===== config.mk =====
export PLATFORM = sky130hd
export DESIGN_NAME = gg_ctrl
export DESIGN_NICKNAME = d
export VERILOG_FILES = /design/src/rtl/core/gg_pkg.sv /design/src/rtl/core/gg_ctrl.sv
export SDC_FILE = /design/constraint.sdc
export NUM_CORES = 1
export LEC_CHECK = 0
export ABC_AREA = 1
export BUFFER_PORTS_ARGS = -buffer_cell sky130_fd_sc_hd__buf_2
export CAP_MARGIN = 20
export CORE_AREA = 2 2 39 41
export DETAILED_ROUTE_END_ITERATION = 8
export DIE_AREA = 0 0 41 43
export REMOVE_ABC_BUFFERS = 1
export SLEW_MARGIN = 40
export SYNTH_ARGS = -nofsm -noshare
export SYNTH_HDL_FRONTEND = slang
export SYNTH_SLANG_ARGS = --single-unit

===== constraint.sdc =====
create_clock -name clk -period 2.6 [get_ports clk]
set_input_delay 0.26 -clock clk [delete_from_list [all_inputs] [get_ports clk]]
set_output_delay 0.26 -clock clk [all_outputs]
set_load 0.03 [all_outputs]

===== src/rtl/core/gg_pkg.sv =====
// ----------------------------------------------------------------------------
// gg_pkg
// Types, constants and exp tables shared by the Gaussian gridding weight unit.
// ----------------------------------------------------------------------------
package gg_pkg;

	localparam int COORD_W    = 17;
	localparam int FRAC_W     = 8;
	localparam int VOL_W      = 16;
	localparam int WT_W       = 16;
	localparam int IDX_W      = 21;
	localparam int ENT_W      = 24;
	localparam int GRID_W     = 8;
	localparam int WIN_W      = 3;
	localparam int KRN_W      = 16;
	localparam int CFG_IDX_W  = 3;
	localparam int CFG_DATA_W = 16;
	localparam int GRID_MAX   = 128;
	localparam int WIN_MAX    = 4;
	localparam logic [ENT_W-1:0] ENT_MAX = {ENT_W{1'b1}};

	typedef enum logic [CFG_IDX_W-1:0] {
		REG_GRID_X   = 3'd0,
		REG_GRID_Y   = 3'd1,
		REG_GRID_Z   = 3'd2,
		REG_WINDOW   = 3'd3,
		REG_GAIN     = 3'd4,
		REG_EXPONENT = 3'd5
	} cfg_reg_t;

	typedef enum logic [1:0] {
		ST_IDLE,
		ST_WALK,
		ST_FLUSH,
		ST_DRAIN
	} ctrl_state_t;

	typedef struct packed {
		logic load;
		logic step;
		logic flush;
	} dp_cmd_t;

	typedef struct packed {
		logic en;
		logic last_cand;
		logic win_zero;
		logic done;
	} dp_stat_t;

	// exp(-i), Q.16
	function automatic logic [16:0] exp_int(input logic [3:0] i);
		logic [16:0] v;
		case (i)
			4'd0:    v = 17'd65536;
			4'd1:    v = 17'd24110;
			4'd2:    v = 17'd8869;
			4'd3:    v = 17'd3263;
			4'd4:    v = 17'd1200;
			4'd5:    v = 17'd442;
			4'd6:    v = 17'd162;
			4'd7:    v = 17'd60;
			4'd8:    v = 17'd22;
			4'd9:    v = 17'd8;
			4'd10:   v = 17'd3;
			4'd11:   v = 17'd1;
			default: v = 17'd0;
		endcase
		return v;
	endfunction

	// exp(-h/16), Q.16
	function automatic logic [16:0] exp_hi(input logic [3:0] h);
		logic [16:0] v;
		case (h)
			4'd0:    v = 17'd65536;
			4'd1:    v = 17'd61565;
			4'd2:    v = 17'd57835;
			4'd3:    v = 17'd54331;
			4'd4:    v = 17'd51039;
			4'd5:    v = 17'd47947;
			4'd6:    v = 17'd45042;
			4'd7:    v = 17'd42313;
			4'd8:    v = 17'd39750;
			4'd9:    v = 17'd37341;
			4'd10:   v = 17'd35079;
			4'd11:   v = 17'd32954;
			4'd12:   v = 17'd30957;
			4'd13:   v = 17'd29081;
			4'd14:   v = 17'd27319;
			default: v = 17'd25664;
		endcase
		return v;
	endfunction

	// exp(-l/256), Q.16
	function automatic logic [16:0] exp_lo(input logic [3:0] l);
		logic [16:0] v;
		case (l)
			4'd0:    v = 17'd65536;
			4'd1:    v = 17'd65280;
			4'd2:    v = 17'd65026;
			4'd3:    v = 17'd64772;
			4'd4:    v = 17'd64520;
			4'd5:    v = 17'd64268;
			4'd6:    v = 17'd64018;
			4'd7:    v = 17'd63768;
			4'd8:    v = 17'd63520;
			4'd9:    v = 17'd63272;
			4'd10:   v = 17'd63025;
			4'd11:   v = 17'd62780;
			4'd12:   v = 17'd62535;
			4'd13:   v = 17'd62291;
			4'd14:   v = 17'd62048;
			default: v = 17'd61806;
		endcase
		return v;
	endfunction

endpackage


===== src/rtl/core/gg_ctrl.sv =====
// ----------------------------------------------------------------------------
// gg_ctrl
// Sequencer: accepts a sample, walks its window, flushes and waits for drain.
// ----------------------------------------------------------------------------
module gg_ctrl (
	input  logic              clk,
	input  logic              arst_n,
	input  logic              in_valid,
	output logic              in_ready,
	input  gg_pkg::dp_stat_t  stat,
	output gg_pkg::dp_cmd_t   cmd,
	output gg_pkg::ctrl_state_t state
);
	import gg_pkg::*;

	ctrl_state_t state_q, state_d;

	always_ff @(posedge clk or negedge arst_n) begin
		if (!arst_n) begin
			state_q <= ST_IDLE;
		end else begin
			state_q <= state_d;
		end
	end

	always_comb begin
		state_d = state_q;
		unique case (state_q)
			ST_IDLE: begin
				if (in_valid) begin
					state_d = stat.win_zero ? ST_FLUSH : ST_WALK;
				end
			end
			ST_WALK: begin
				if (stat.en && stat.last_cand) begin
					state_d = ST_FLUSH;
				end
			end
			ST_FLUSH: begin
				if (stat.en) begin
					state_d = ST_DRAIN;
				end
			end
			ST_DRAIN: begin
				if (stat.done) begin
					state_d = ST_IDLE;
				end
			end
			default: state_d = ST_IDLE;
		endcase
	end

	always_comb begin
		in_ready  = 1'b0;
		cmd       = '0;
		unique case (state_q)
			ST_IDLE: begin
				in_ready = 1'b1;
				cmd.load = in_valid;
			end
			ST_WALK:  cmd.step  = 1'b1;
			ST_FLUSH: cmd.flush = 1'b1;
			ST_DRAIN: ;
			default: ;
		endcase
	end

	assign state = state_q;

endmodule


==> After elaboration in Yosys (flattened, before gate mapping) <==
Index checks and enable logic that the tools add are counted.
Widths: inputs -> output; s select.
{ "totals": {"ramBits": 0, "reg_bits": 2, "inputBits": 7, "latchBits": 0, "output_inout_bits": 6, "mem_bits_ro": 0, "n_memories": 0, "wordCells": 21} }
{ "classes": {"n_mux": 10, "mul": 0, "n_bitwise": 0, "n_div": 0, "n_eq_ne": 7, "order_cmp": 0, "add_sub_neg": 0, "shift": 0, "n_reduce_logical": 3} }
{ "ops": {"columns": ["cell", "n"], "rows": [
  ["$mux 2", 5],
  ["$ne 2x2->1 const B", 4],
  ["$pmux 2 s4", 1],
  ["$eq 2x2->1 const B", 2],
  ["$mux 1", 4],
  ["$reduce_and 4->1", 1],
  ["$eq 2x1->1 const B", 1],
  ["$logic_not 2->1", 1],
  ["$logic_and 1x1->1", 1]
]} }

==> Longest topological paths before layout <==
{ "depth": {"word_depth": 3, "mapped_depth": 7, "depth_no_buf": 7} }

==> Worst setup path after synthesis <==
Ideal clock, no wire load.
{ "synth_path": {"path_kind": "register -> output", "from": "reg state_q[0], in the netlist state[0]", "to": "out cmd[2] in the netlist's numbering", "setup_slack_ps": 1006, "path_stages_with_launch": 5, "arrival_ps": 1334, "path_buffers": 0, "required_ps": 2340, "cell_sequence": "dfrtp_1 -> inv_1 -> ha_1 -> nand2_1 -> inv_1"} }
{ "synth_lines": {"columns": ["element", "line_no", "text"], "rows": [
  ["start: declaration", "gg_ctrl.sv:16", "ctrl_state_t state_q, state_d;"],
  ["start signal: assignment", "gg_ctrl.sv:22", "state_q <= state_d;"],
  ["end: declaration", "gg_ctrl.sv:11", "output gg_pkg::dp_cmd_t cmd,"]
]} }

==> flow_summary.ini <==
[clock_tree]
cts-resized-gates = 0
cts_max_level = 1
cts_tree = built
hold_buffers = 1
cts_buffer_depth = 2
postCtsSetupRepairBufs = 0
cts-root-buf = clkbuf_4
numCtsBuffers = 3
path_clk_slew_ps = 30
clock_latency_ps = 220
clock-sinks = 2

[hold_path]
hp-class = in2async

[worst_setup_path]
crit_family = flip-flops
path_max_fanout = 6
slowest_delay_ps = 400
arrival_ps = 1260
crit_path_start = state[0]
crit_required_ps = 2340
crit_type = reg2out
critPathLaunchType = flip-flop
cpMostUsedCell = inv_1
cp_slowest_cell = dfrtp_1
crit_chain = inv_1, ha_1, nand2_1, inv_1, buf_2
setup.worst_path.end_class = output port
r2r_cells = 6
r2r-start = state[0]
crit_buf_inv = 3
path_depth = 5

[synthesis]
synth_area_um2 = 221
synth_seq_area_share = 0.226
synth_cells = 32
ys_ff_latch = 2
yosysWarnings = 0
ys_types = 9
syn_area_per_cell_um2 = 6.92

[global_route]
overflow = 0
grt_start_max_net_pins = 7
grt_pass1_wl_um = 648
antenna_found_initial = 0
grt_pass1_vias = 194
gr-usage-all-layers = 0.0642

[sta]
period_minus_slack_ps = 1520
slew_viol_final = 0
finalHoldWorstSlack_ps = 353
setup_viol = 0
finalCritPeriodShare = 0.586
final_hold_viol_count = 0
fin_skew_ps = 0.234
worst_pin_slew_ps = 169
slew_headroom = 0.888
tns_ps = 0
fmaxAchievable_mhz = 656
rsz0062_at_grt = no

[final_layout]
stdcell_count = 64
drive_above_1_share = 0.417
nFillCells = 172
layout-area-overhead-vs-synth_pct = 50.8
largest_reg_flops = 2
diodes = 0
nNetsFinal = 61
fin_util = 0.241

[run]
maxCapViolCount = 0

[placed_design]
dpl.hpwl_um = 372
place.gp.congestion = 0.584
portBuffers = 12
dp.cells = 60

[route]
wl_per_cell_um = 6.91
final_antenna_net_count = 0
drt_iter0_markers = 2
routed_wl_um = 442
via_per_inst = 3.55
vias = 227
route.detailed.drc = 0
dr.pass1.iters = 2

[die]
start_util = 0.160
rows = 14
die-area_mm2 = 0.00176
pin_count = 13
dieWidth_um = 41
die_height_um = 43
core_area_mm2 = 0.00138

[pwr]
finalPower_uw = 434
p_per_area_mw_per_mm2 = 1300
peakVddDrop_v = 0.000214
p_leak_uw = 0.000218

[status]
status = finished, final reports clean
[cell type report]
cell class,count,area (um^2),share of cell area
sequential,2,50.0,0.150
timing repair buffer,13,70.1,0.210
clock buffer,3,22.5,0.0674
multi-input combinational,22,141,0.423
inverter,8,30.0,0.0899
tap,16,20.0,0.0599
[path summary, 6_finish.rpt]
kind / end / slack, ps
min reg2reg: state[1] / 710
max: cmd[2] / 1080
max reg2reg: state[1] / 1380
min in group clk: state[0] / 440
max in group asynchronous: state[0] / 2150
min: state[1] / 350
[cells by family after synthesis]
| kind of cell | after synthesis | share of synthesized area |
|---|---|---|
| AOI/OAI and AO/OA | 4 | 0.130 |
| DFF | 2 | 0.226 |
| adders and majority gates | 4 | 0.226 |
| and+or+nand+nor | 14 | 0.283 |
| buffers and inverters | 8 | 0.136 |
[synth_stat cells]
| library cell | n | share of area |
|---|---|---|
| dfrtp_1 | 2 | 0.23 |
| nand2_2 | 3 | 0.085 |
| o21bai_1 | 2 | 0.068 |
| inv_1 | 8 | 0.14 |
| nand2_1 | 10 | 0.17 |
| nor2_2 | 1 | 0.028 |
| o21ai_0 | 1 | 0.023 |
| ha_1 | 4 | 0.23 |
| o21a_2 | 1 | 0.040 |
[where the power goes]
part | internal, uW | leakage (uW) | switching (uW)
logic | 104 | 0.000180 | 200
registers | 47.9 | 0.0000246 | 14.6
clock network | 50.8 | 0.0000138 | 16.3
[stage by stage]
stage               worst slack, ps  cell area (um^2)
floorplan                      1010               221
global placement               1300               302
detailed placement             1290               302
CTS                            1050               334
global route                    981               334
finish                         1080               334
[per-layer routing]
metal | vias up | part of all wire | GRT usage
met3 | 2 | 0.093 | 0.0471
met5 | - | 0 | 0
met2 | 6 | 0.51 | 0.0938
li1 | 125 | - | -
met1 | 94 | 0.37 | 0.0417
met4 | 0 | 0.018 | 0.0800
[layout by cell type, fill, tap and decap left out]
cell type and n:
dlygate4sd3_1 1, dfrtp_1 2, o21a_2 1, nand2_1 10, nand2_2 3, o21ai_0 1
clkbuf_4 3, nor2_2 1, inv_1 8, o21bai_1 2, buf_2 12, ha_1 4
(Power assumes the default switching activity.)
